`config.mk`:
```
export PLATFORM = sky130hd
export DESIGN_NAME = rpn_char_evaluator_top
export DESIGN_NICKNAME = d
export VERILOG_FILES = /design/src/design/rpn_pkg.sv /design/src/design/rpn_ram.sv /design/src/design/rpn_alu.sv /design/src/design/rpn_char_evaluator_top.sv
export SDC_FILE = /design/constraint.sdc
export NUM_CORES = 2
export LEC_CHECK = 0
export BUFFER_PORTS_ARGS = -buffer_cell sky130_fd_sc_hd__buf_4
export CORE_UTILIZATION = 31
export DETAILED_ROUTE_END_ITERATION = 10
export GPL_ROUTABILITY_DRIVEN = 0
export PLACE_DENSITY_LB_ADDON = 0.05
export SKIP_CTS_REPAIR_TIMING = 1
export SLEW_MARGIN = 5
export SYNTH_ARGS = -nofsm -noshare
export SYNTH_HDL_FRONTEND = slang
export SYNTH_HIERARCHICAL = 1
export SYNTH_SLANG_ARGS = --single-unit
```
`constraint.sdc`:
```
create_clock -name clk_i -period 6.9 [get_ports clk_i]
set_input_delay 1.38 -clock clk_i [delete_from_list [all_inputs] [get_ports clk_i]]
set_output_delay 1.38 -clock clk_i [all_outputs]
set_load 0.05 [all_outputs]
```
`src/design/rpn_pkg.sv`:
```
// Shared constants and types for the RPN character evaluator.
// Used by rpn_alu and rpn_char_evaluator_top; depends on nothing.
`default_nettype none

package rpn_pkg;

  localparam int unsigned WORD_W          = 32;
  localparam int unsigned CHAR_W          = 8;
  localparam int unsigned STACK_DEPTH_DEF = 128;

  // character codes
  localparam logic [CHAR_W-1:0] CH_NEWLINE = 8'd10;
  localparam logic [CHAR_W-1:0] CH_SPACE   = 8'd32;
  localparam logic [CHAR_W-1:0] CH_STAR    = 8'd42;
  localparam logic [CHAR_W-1:0] CH_PLUS    = 8'd43;
  localparam logic [CHAR_W-1:0] CH_MINUS   = 8'd45;
  localparam logic [CHAR_W-1:0] CH_SLASH   = 8'd47;
  localparam logic [CHAR_W-1:0] CH_ZERO    = 8'd48;
  localparam logic [CHAR_W-1:0] CH_NINE    = 8'd57;
  localparam logic [CHAR_W-1:0] CH_EQUALS  = 8'd61;

  typedef enum logic [2:0] {
    ST_OK        = 3'd0,
    ST_FULL      = 3'd1,
    ST_UNDERFLOW = 3'd2,
    ST_DIVZERO   = 3'd3,
    ST_EQUALS    = 3'd4,
    ST_OTHER     = 3'd5
  } status_e;

  typedef enum logic [1:0] {
    OP_ADD = 2'd0,
    OP_SUB = 2'd1,
    OP_MUL = 2'd2,
    OP_DIV = 2'd3
  } op_e;

  typedef struct packed {
    logic start;
    op_e  op;
  } alu_req_t;

  typedef struct packed {
    logic busy;
    logic done;
  } alu_sts_t;

endpackage

`default_nettype wire

```
`src/design/rpn_ram.sv`:
```
// Generic single-write, single-read RAM with registered read data.
// Standalone; holds the lower entries of the value stack.
`default_nettype none

module rpn_ram #(
  parameter int unsigned WIDTH = 32,
  parameter int unsigned DEPTH = 128,
  localparam int unsigned AW   = (DEPTH > 1) ? $clog2(DEPTH) : 1
) (
  input  wire logic             clk_i,
  input  wire logic             we_i,
  input  wire logic [AW-1:0]    waddr_i,
  input  wire logic [WIDTH-1:0] wdata_i,
  input  wire logic             re_i,
  input  wire logic [AW-1:0]    raddr_i,
  output logic      [WIDTH-1:0] rdata_o
);

  logic [WIDTH-1:0] mem_q [DEPTH];

  always_ff @(posedge clk_i) begin
    if (we_i) begin
      mem_q[waddr_i] <= wdata_i;
    end
    if (re_i) begin
      rdata_o <= mem_q[raddr_i];
    end
  end

endmodule

`default_nettype wire

```
`src/design/rpn_alu.sv`:
```
// Bit-serial arithmetic unit: add, subtract, multiply, truncating divide.
// One bit of the operands per cycle; uses rpn_pkg.
`default_nettype none

module rpn_alu (
  input  wire logic                           clk_i,
  input  wire logic                           rst_ni,
  input  wire rpn_pkg::alu_req_t              req_i,
  input  wire logic [rpn_pkg::WORD_W-1:0]     a_i,
  input  wire logic [rpn_pkg::WORD_W-1:0]     b_i,
  output rpn_pkg::alu_sts_t                   sts_o,
  output logic      [rpn_pkg::WORD_W-1:0]     res_o
);

  localparam int unsigned W     = rpn_pkg::WORD_W;
  localparam int unsigned CNT_W = $clog2(W);
  localparam logic [CNT_W-1:0] CNT_LAST = CNT_W'(W - 1);

  typedef enum logic [1:0] {
    S_IDLE,
    S_RUN,
    S_FIN
  } state_e;

  state_e           state_q;
  logic [CNT_W-1:0] cnt_q;
  rpn_pkg::op_e     op_q;
  logic [W-1:0]     a_q;
  logic [W-1:0]     b_q;
  logic [W-1:0]     acc_q;
  logic             carry_q;
  logic             neg_q;
  logic [W-1:0]     res_q;
  logic             done_q;

  logic [W-1:0] a_mag;
  logic [W-1:0] b_mag;
  logic         b_bit;
  logic         sum_bit;
  logic         carry_n;
  logic [W-1:0] mul_sum;
  logic [W:0]   rem_sh;
  logic [W:0]   rem_diff;
  logic         q_bit;
  logic [W-1:0] rem_next;

  assign a_mag = a_i[W-1] ? (W'(0) - a_i) : a_i;
  assign b_mag = b_i[W-1] ? (W'(0) - b_i) : b_i;

  // serial add / subtract: one sum bit a cycle, shifted in from the top
  assign b_bit   = (op_q == rpn_pkg::OP_SUB) ? ~b_q[0] : b_q[0];
  assign sum_bit = a_q[0] ^ b_bit ^ carry_q;
  assign carry_n = (a_q[0] & b_bit) | (a_q[0] & carry_q) | (b_bit & carry_q);

  // shift-and-add multiply, low word only
  assign mul_sum = acc_q + (b_q[0] ? a_q : W'(0));

  // restoring divide on magnitudes; a_q shifts dividend out, quotient in
  assign rem_sh   = {acc_q, a_q[W-1]};
  assign rem_diff = rem_sh - {1'b0, b_q};
  assign q_bit    = ~rem_diff[W];
  assign rem_next = q_bit ? rem_diff[W-1:0] : rem_sh[W-1:0];

  always_ff @(posedge clk_i or negedge rst_ni) begin
    if (!rst_ni) begin
      state_q <= S_IDLE;
      done_q  <= 1'b0;
    end else begin
      done_q <= 1'b0;
      case (state_q)
        S_IDLE: begin
          if (req_i.start) begin
            op_q    <= req_i.op;
            cnt_q   <= '0;
            acc_q   <= '0;
            carry_q <= (req_i.op == rpn_pkg::OP_SUB);
            neg_q   <= a_i[W-1] ^ b_i[W-1];
            if (req_i.op == rpn_pkg::OP_DIV) begin
              a_q <= a_mag;
              b_q <= b_mag;
            end else begin
              a_q <= a_i;
              b_q <= b_i;
            end
            state_q <= S_RUN;
          end
        end
        S_RUN: begin
          case (op_q)
            rpn_pkg::OP_ADD, rpn_pkg::OP_SUB: begin
              a_q     <= a_q >> 1;
              b_q     <= b_q >> 1;
              acc_q   <= {sum_bit, acc_q[W-1:1]};
              carry_q <= carry_n;
            end
            rpn_pkg::OP_MUL: begin
              acc_q <= mul_sum;
              a_q   <= a_q << 1;
              b_q   <= b_q >> 1;
            end
            rpn_pkg::OP_DIV: begin
              acc_q <= rem_next;
              a_q   <= {a_q[W-2:0], q_bit};
            end
            default: begin
            end
          endcase
          cnt_q <= cnt_q + CNT_W'(1);
          if (cnt_q == CNT_LAST) begin
            state_q <= S_FIN;
          end
        end
        S_FIN: begin
          if (op_q == rpn_pkg::OP_DIV) begin
            res_q <= neg_q ? (W'(0) - a_q) : a_q;
          end else begin
            res_q <= acc_q;
          end
          done_q  <= 1'b1;
          state_q <= S_IDLE;
        end
        default: begin
          state_q <= S_IDLE;
        end
      endcase
    end
  end

  assign sts_o.busy = (state_q != S_IDLE);
  assign sts_o.done = done_q;
  assign res_o      = res_q;

endmodule

`default_nettype wire

```
`src/design/rpn_char_evaluator_top.sv`:
```
// Reverse Polish notation evaluator, one character per transaction.
// Top level: control sequencer over rpn_ram and rpn_alu; uses rpn_pkg.
//
// Feed one ASCII character per input transaction. Digits push their value,
// + - * / pop two values and push the result (32-bit wrapping arithmetic,
// division truncating toward zero), spaces are skipped, and a newline
// produces one output transaction carrying the line status, the top of the
// stack (zero when empty) and an empty flag, then clears the stack. After
// the first error or stop character the rest of the line is ignored until
// the newline. An operator stalls the input until it is done: it is
// accepted, the left operand is read from the stack RAM and loaded into
// the bit-serial arithmetic unit, which runs WORD_W bit steps and a
// finish step, and the result is written back to the top of stack. A
// divide by zero instead drops both operands, refilling the top from the
// RAM when a third entry lies below. The top of stack lives in a register
// and the lower entries in a single-port-read RAM, so each operator costs
// one RAM read, plus one more to refill the top after a divide by zero. A
// result waiting at the output does not block further characters, only
// the next newline.
`default_nettype none

module rpn_char_evaluator_top #(
  parameter int unsigned STACK_DEPTH = rpn_pkg::STACK_DEPTH_DEF
) (
  input  wire logic                           clk_i,
  input  wire logic                           rst_ni,
  input  wire logic                           in_valid_i,
  output logic                                in_stall_o,
  input  wire logic [rpn_pkg::CHAR_W-1:0]     char_code_i,
  output logic                                out_valid_o,
  input  wire logic                           out_stall_i,
  output logic      [2:0]                     status_o,
  output logic signed [rpn_pkg::WORD_W-1:0]   top_value_o,
  output logic                                stack_empty_o
);

  localparam int unsigned W  = rpn_pkg::WORD_W;
  localparam int unsigned AW = $clog2(STACK_DEPTH);
  localparam int unsigned DW = $clog2(STACK_DEPTH + 1);

  typedef enum logic [1:0] {
    S_IDLE,
    S_READ,
    S_ALU,
    S_POP
  } state_e;

  state_e            state_q;
  logic [DW-1:0]     depth_q;
  rpn_pkg::status_e  status_q;
  logic [W-1:0]      top_q;
  rpn_pkg::op_e      op_q;

  logic              out_valid_q;
  logic [2:0]        out_status_q;
  logic [W-1:0]      out_top_q;
  logic              out_empty_q;

  logic              accept;
  logic              is_newline;
  logic              is_digit;
  logic              is_op;
  rpn_pkg::op_e      op_dec;
  logic              line_ok;
  logic              depth_full;
  logic              depth_ge2;
  logic              depth_ge3;
  logic [DW-1:0]     depth_m1;
  logic [DW-1:0]     depth_m2;
  logic [DW-1:0]     depth_m3;
  logic              div_zero;

  logic              ram_we;
  logic [AW-1:0]     ram_waddr;
  logic              ram_re;
  logic [AW-1:0]     ram_raddr;
  logic [W-1:0]      ram_rdata;

  rpn_pkg::alu_req_t alu_req;
  rpn_pkg::alu_sts_t alu_sts;
  logic [W-1:0]      alu_res;

  // ---------------------------------------------------------------------
  // Character decode
  // ---------------------------------------------------------------------
  assign is_newline = (char_code_i == rpn_pkg::CH_NEWLINE);
  assign is_digit   = (char_code_i >= rpn_pkg::CH_ZERO) &&
                      (char_code_i <= rpn_pkg::CH_NINE);
  assign is_op      = (char_code_i == rpn_pkg::CH_PLUS)  ||
                      (char_code_i == rpn_pkg::CH_MINUS) ||
                      (char_code_i == rpn_pkg::CH_STAR)  ||
                      (char_code_i == rpn_pkg::CH_SLASH);

  always_comb begin
    op_dec = rpn_pkg::OP_ADD;
    if (char_code_i == rpn_pkg::CH_MINUS) begin
      op_dec = rpn_pkg::OP_SUB;
    end else if (char_code_i == rpn_pkg::CH_STAR) begin
      op_dec = rpn_pkg::OP_MUL;
    end else if (char_code_i == rpn_pkg::CH_SLASH) begin
      op_dec = rpn_pkg::OP_DIV;
    end
  end

  // Hold off everything while an operator is in flight; hold off only a
  // newline while the previous line's result is still waiting.
  assign in_stall_o = (state_q != S_IDLE) ||
                      (out_valid_q && out_stall_i && is_newline);
  assign accept     = in_valid_i && !in_stall_o;

  assign line_ok    = (status_q == rpn_pkg::ST_OK);
  assign depth_full = (depth_q >= DW'(STACK_DEPTH));
  assign depth_ge2  = (depth_q >= DW'(2));
  assign depth_ge3  = (depth_q >= DW'(3));
  assign depth_m1   = depth_q - DW'(1);
  assign depth_m2   = depth_q - DW'(2);
  assign depth_m3   = depth_q - DW'(3);
  assign div_zero   = (op_q == rpn_pkg::OP_DIV) && (top_q == W'(0));

  // ---------------------------------------------------------------------
  // Stack RAM: entries below the top; the top itself sits in top_q
  // ---------------------------------------------------------------------
  // Spill the old top into the RAM when a digit is pushed.
  assign ram_we    = accept && !is_newline && line_ok && is_digit &&
                     !depth_full && (depth_q != DW'(0));
  assign ram_waddr = depth_m1[AW-1:0];

  always_comb begin
    ram_re    = 1'b0;
    ram_raddr = depth_m2[AW-1:0];
    if (state_q == S_IDLE) begin
      // fetch the left operand
      ram_re    = accept && !is_newline && line_ok && is_op && depth_ge2;
      ram_raddr = depth_m2[AW-1:0];
    end else if (state_q == S_READ) begin
      // divide by zero drops both operands: refill the top from below
      ram_re    = div_zero && depth_ge3;
      ram_raddr = depth_m3[AW-1:0];
    end
  end

  rpn_ram #(
    .WIDTH (W),
    .DEPTH (STACK_DEPTH)
  ) u_stack_ram (
    .clk_i   (clk_i),
    .we_i    (ram_we),
    .waddr_i (ram_waddr),
    .wdata_i (top_q),
    .re_i    (ram_re),
    .raddr_i (ram_raddr),
    .rdata_o (ram_rdata)
  );

  // ---------------------------------------------------------------------
  // Serial arithmetic unit
  // ---------------------------------------------------------------------
  assign alu_req.start = (state_q == S_READ) && !div_zero;
  assign alu_req.op    = op_q;

  rpn_alu u_alu (
    .clk_i  (clk_i),
    .rst_ni (rst_ni),
    .req_i  (alu_req),
    .a_i    (ram_rdata),
    .b_i    (top_q),
    .sts_o  (alu_sts),
    .res_o  (alu_res)
  );

  // ---------------------------------------------------------------------
  // Sequencer and result register
  // ---------------------------------------------------------------------
  always_ff @(posedge clk_i or negedge rst_ni) begin
    if (!rst_ni) begin
      state_q     <= S_IDLE;
      depth_q     <= '0;
      status_q    <= rpn_pkg::ST_OK;
      out_valid_q <= 1'b0;
    end else begin
      // drop the result once it has been taken
      if (!out_stall_i) begin
        out_valid_q <= 1'b0;
      end

      case (state_q)
        S_IDLE: begin
          if (accept) begin
            if (is_newline) begin
              out_valid_q  <= 1'b1;
              out_status_q <= status_q;
              out_top_q    <= (depth_q == DW'(0)) ? W'(0) : top_q;
              out_empty_q  <= (depth_q == DW'(0));
              depth_q      <= '0;
              status_q     <= rpn_pkg::ST_OK;
            end else if (line_ok) begin
              if (is_digit) begin
                if (depth_full) begin
                  status_q <= rpn_pkg::ST_FULL;
                end else begin
                  top_q   <= {{(W - 4){1'b0}}, char_code_i[3:0]};
                  depth_q <= depth_q + DW'(1);
                end
              end else if (is_op) begin
                if (depth_ge2) begin
                  op_q    <= op_dec;
                  state_q <= S_READ;
                end else begin
                  status_q <= rpn_pkg::ST_UNDERFLOW;
                end
              end else if (char_code_i == rpn_pkg::CH_EQUALS) begin
                status_q <= rpn_pkg::ST_EQUALS;
              end else if (char_code_i != rpn_pkg::CH_SPACE) begin
                status_q <= rpn_pkg::ST_OTHER;
              end
            end
          end
        end
        S_READ: begin
          // left operand is on ram_rdata, right operand in top_q
          if (div_zero) begin
            status_q <= rpn_pkg::ST_DIVZERO;
            depth_q  <= depth_m2;
            state_q  <= depth_ge3 ? S_POP : S_IDLE;
          end else begin
            state_q <= S_ALU;
          end
        end
        S_ALU: begin
          if (alu_sts.done) begin
            top_q   <= alu_res;
            depth_q <= depth_m1;
            state_q <= S_IDLE;
          end
        end
        S_POP: begin
          top_q   <= ram_rdata;
          state_q <= S_IDLE;
        end
        default: begin
          state_q <= S_IDLE;
        end
      endcase
    end
  end

  assign out_valid_o   = out_valid_q;
  assign status_o      = out_status_q;
  assign top_value_o   = out_top_q;
  assign stack_empty_o = out_empty_q;

  // ---------------------------------------------------------------------
  // Assertions
  // ---------------------------------------------------------------------
  a_depth_bound : assert property (@(posedge clk_i) disable iff (!rst_ni)
    depth_q <= DW'(STACK_DEPTH))
    else $error("stack depth exceeds capacity");

  a_alu_start_idle : assert property (@(posedge clk_i) disable iff (!rst_ni)
    alu_req.start |-> !alu_sts.busy)
    else $error("arithmetic unit started while busy");

  a_no_work_in_error : assert property (@(posedge clk_i) disable iff (!rst_ni)
    (status_q != rpn_pkg::ST_OK) |-> !alu_req.start && !ram_we)
    else $error("stack touched after a sticky error");

  a_result_from_newline : assert property (@(posedge clk_i) disable iff (!rst_ni)
    $rose(out_valid_o) |-> $past(in_valid_i && !in_stall_o && is_newline))
    else $error("result produced without a newline");

  a_alu_done_expected : assert property (@(posedge clk_i) disable iff (!rst_ni)
    alu_sts.done |-> (state_q == S_ALU))
    else $error("arithmetic result arrived outside an operator");

endmodule

`default_nettype wire
```
# == Word-level counts from Yosys, hierarchy flattened ==
# Memories as Yosys holds them, arrays and structs flattened. A register that Yosys moved wholly into a read port is not among the register bits.
# Cells that the tools add are included.
# classes
n_bitwise,12
muxes,75
eq_ne,38
reduce_logical,48
addsub,10
order_cmp,5
# op_table
operator,count
32-bit 2-to-1 mux,18
32-bit case mux with 3 select lines,3
32-bit case mux with 2 select lines,3
1-bit by 32-bit subtractor with 32-bit output (first input constant),3
8-bit 2-to-1 mux,7
8-bit by 6-bit == test with 1-bit output (second input constant),5
33-bit by 32-bit subtractor with 33-bit output,1
32-bit adder,1
32-bit zero test,1
3-bit 2-to-1 mux,10
2-bit 2-to-1 mux,13
2-bit != test (second input constant),12
8-bit case mux with 3 select lines,1
7-bit AND reduction,3
8-bit by 2-bit >= comparator with 1-bit output (second input constant),2
8-bit AND reduction,2
1-bit logical AND,14
7-bit 2-to-1 mux,2
2-bit == test (second input constant),6
1-bit 2-to-1 mux,12
4-bit AND reduction,3
5-bit case mux with 2 select lines,1
3-bit != test (second input constant),3
8-bit by 1-bit adder with 8-bit output (second input constant),1
36 further kinds,61
# word_totals
mem_count,1
ff_bits,224
output_inout_bits,38
mem_bits_rw,4096
in_bits,12
elab_cells,208
# mem_list
name,depth,width,read_ports,rd_ports_with_merged_regs,wr,line,text
u_stack_ram.mem_q,128,32,1,1,1,rpn_ram.sv:19,logic [WIDTH-1:0] mem_q [DEPTH];

# == Depth between registers and ports, before layout ==
# logic_depth
ltp_word,12
ltp_mapped,14

# == By module ==
# Netlist, hierarchy kept.
# by_module_without_submodules
module,cells_each,instances,area_per_inst_um2
rpn_ram,5990,1,156596.4
rpn_alu,1483,1,12538.3
rpn_char_evaluator_top,380,1,4339.2

# == Worst setup path before layout ==
# No wires, ideal clock.
# synth_timing
path_kind,input port to flip-flop
start,input port char_code_i[7] (netlist bit)
end,"register top_q[0], enable pin"
n_path_buf,0
arrival_ps,5507
t_required_ps,6387
setup_ps,513
setup_slack_ps,880
path_stages,5
path_cell_list,nor4bb_1 -> nand3_1 -> nor2_1 -> nor2_1 -> nor4b_1
# synth_between
elab_chain_len,7
elab_cells_between_ends,12
cone_classes,2 x order compare; 4 x eq/ne; 6 x reduce/logical
# synth_lines
item,line,text
start: declaration,rpn_char_evaluator_top.sv:29,"input wire logic [rpn_pkg::CHAR_W-1:0] char_code_i,"
branches (longest 6 deep; another with 8-bit by 6-bit >= comparator with 1-bit output),n/a,
8-bit AND reduction (no line) (*),n/a,
end signal: assignment,rpn_char_evaluator_top.sv:201,"top_q <= {{(W - 4){1'b0}}, char_code_i[3:0]};"
end signal: assignment,rpn_char_evaluator_top.sv:231,top_q <= alu_res;
end signal: assignment,rpn_char_evaluator_top.sv:237,top_q <= ram_rdata;
end: declaration,rpn_char_evaluator_top.sv:51,logic [W-1:0] top_q;
# Mark *: on every way between the ends.
# A chain may end at the register's enable or synchronous reset.

==> flow_metrics.env <==
export IMPL_finalCritPeriodShare_pct=89.3
export IMPL_clk_latency_ns=1.06
export IMPL_area_growth_pct=16.4
export IMPL_cts_buffer_depth=4
export IMPL_worstPathArrival_ns=6.89
export IMPL_dr_pass1_iters=7
export IMPL_timing_hold_violations_final=0
export IMPL_overflow=0
export IMPL_die_x_um=750
export IMPL_drt_iter0_drc=9148
export IMPL_final_cell_mix="edfxtp_1 (4,335), mux4_2 (1,344), clkbuf_16 (486)"
export IMPL_drt_wirelength_per_cell_um=36.2
export IMPL_power_density_nw_per_um2=512
export IMPL_path_class="reg -> reg"
export IMPL_worstPathMaxFanout=43
export IMPL_rsz0062_at_grt="false"
export IMPL_grt_pass1_wl_um=794000
export IMPL_syn_area_per_cell_sq_um=22.1
export IMPL_vdd_drop_max_mv=0.778
export IMPL_cts_clk_slew_worst_paths_ns=0.07
export IMPL_vias=86699
export IMPL_die_area_sq_um=563000
export IMPL_core_area_sq_um=557000
export IMPL_worstMarginPinSlew_ns=1.27
export IMPL_dp_cells=15318
export IMPL_design_area_sq_um=202000
export IMPL_root_buffer="clkbuf_16"
export IMPL_p_leak_nw=62.4
export IMPL_grt_pass1_vias=88961
export IMPL_pin_count=50
export IMPL_ys_warn_count=6
export IMPL_fin_tns_setup_ns=0
export IMPL_antenna_found_initial=73
export IMPL_skew_ns=0.0863
export IMPL_syn_area_sq_um=173000
export IMPL_chipHeight_um=750
export IMPL_synth_nets=7948
export IMPL_drive_above_1_share_pct=30.0
export IMPL_io_buffers=49
export IMPL_final_antenna_net_count=0
export IMPL_rows=274
export IMPL_layout_min_cycle_time_ns=6.16
export IMPL_hold_class="in -> async"
export IMPL_drc=0
export IMPL_final_nets=8446
export IMPL_cts_tree="done"
export IMPL_vias_per_cell=5.34
export IMPL_place_area_sq_um=187000
export IMPL_drv_cap=0
export IMPL_critPathLaunchType="flop"
export IMPL_track_usage_pct=20.6
export IMPL_required_ns=7.63
export IMPL_hpwl_um=346000
export IMPL_fin_cells=16244
export IMPL_synth_cells=7852
export IMPL_finalSetupViolCount=0
export IMPL_cp_end_kind="flop"
export IMPL_drv_slew=0
export IMPL_numCtsBuffers=482
export IMPL_total_power_mw=103
export IMPL_initial_utilization_pct=31.1
export IMPL_clock_fmax_ghz=0.162
export IMPL_grt_max_degree=135
export IMPL_status="complete, no violations"
export IMPL_cts_sinks=4352
export IMPL_max_slew_margin_rel_pct=15.1
export IMPL_postRouteWirelength_um=589000
export IMPL_cts_htree_levels=5
export IMPL_final_common_cell="edfxtp_1"
cell type report:
type	count	area, sq um
antenna	35	87.6
clock buffer	606	12600
clock inverter	285	2590
fill	50899	355000
inverter	70	263
multi-input combinational	3010	42000
sequential	4352	131000
tap	7452	9320
timing repair buffer	434	4370
stage by stage:
stage	hold WS, ns	utilization [%]	setup slack [ns]
final	0.219	36.2	0.741
after global routing	0.173	36.2	0.598
after CTS	0.112	36.2	0.717
after detailed placement	0.501	33.5	0.555
after global placement	0.500	33.5	0.484
after floorplan	0.461	-	0.880
worst max-delay path, stage by stage, from the launching register on:
cell and delay (ns):
dfrtp_1 0.42, inv_1 0.15, ha_1 0.51, nor2b_1 0.73, nor2_1 0.18, nand3b_1 0.29, xnor2_2 0.99, buf_4 0.34
buf_12 0.31, mux4_2 0.60, mux4_2 0.71, mux2_2 0.33
worst paths after layout:
kind,from,to,slack [ns],cells past startpoint
max in group asynchronous,rst_ni,depth_q[2],6.42,1
max reg2reg,state_q[1],u_stack_ram/rdata_o[15],0.74,11
min in group clk_i,status_q[0],status_o[0],0.51,0
min,rst_ni,status_q[2],0.22,1
min reg2reg,status_q[0],status_o[0],0.51,0
max,state_q[1],u_stack_ram/rdata_o[15],0.74,11
where the power goes:
group	leakage (nW)	switching [mW]	internal, mW
Clock	7.42	10.8	14.3
Combinational	15.7	27.7	18.1
Sequential	39.3	0.599	31.8
registers in the layout, summed over array words and instances, names as in the netlist, 3 cells and up:
register             count
u_alu/b_q               32
u_stack_ram/mem_q     4096
top_q                   32
u_alu/a_q               32
u_alu/cnt_q              5
status_o                 3
depth_q                  8
top_value_o             32
u_alu/res_o             32
status_q                 3
u_stack_ram/rdata_o     32
u_alu/acc_q             32
layer usage:
metal	up-vias	GRT usage, %	wire length [um]
met5	-	0	63
met4	8	3.73	11500
met1	49022	30.7	273000
met3	614	2.50	28800
li1	34510	-	-
met2	2545	32.9	275000
Power figures use the tool's default switching activity.
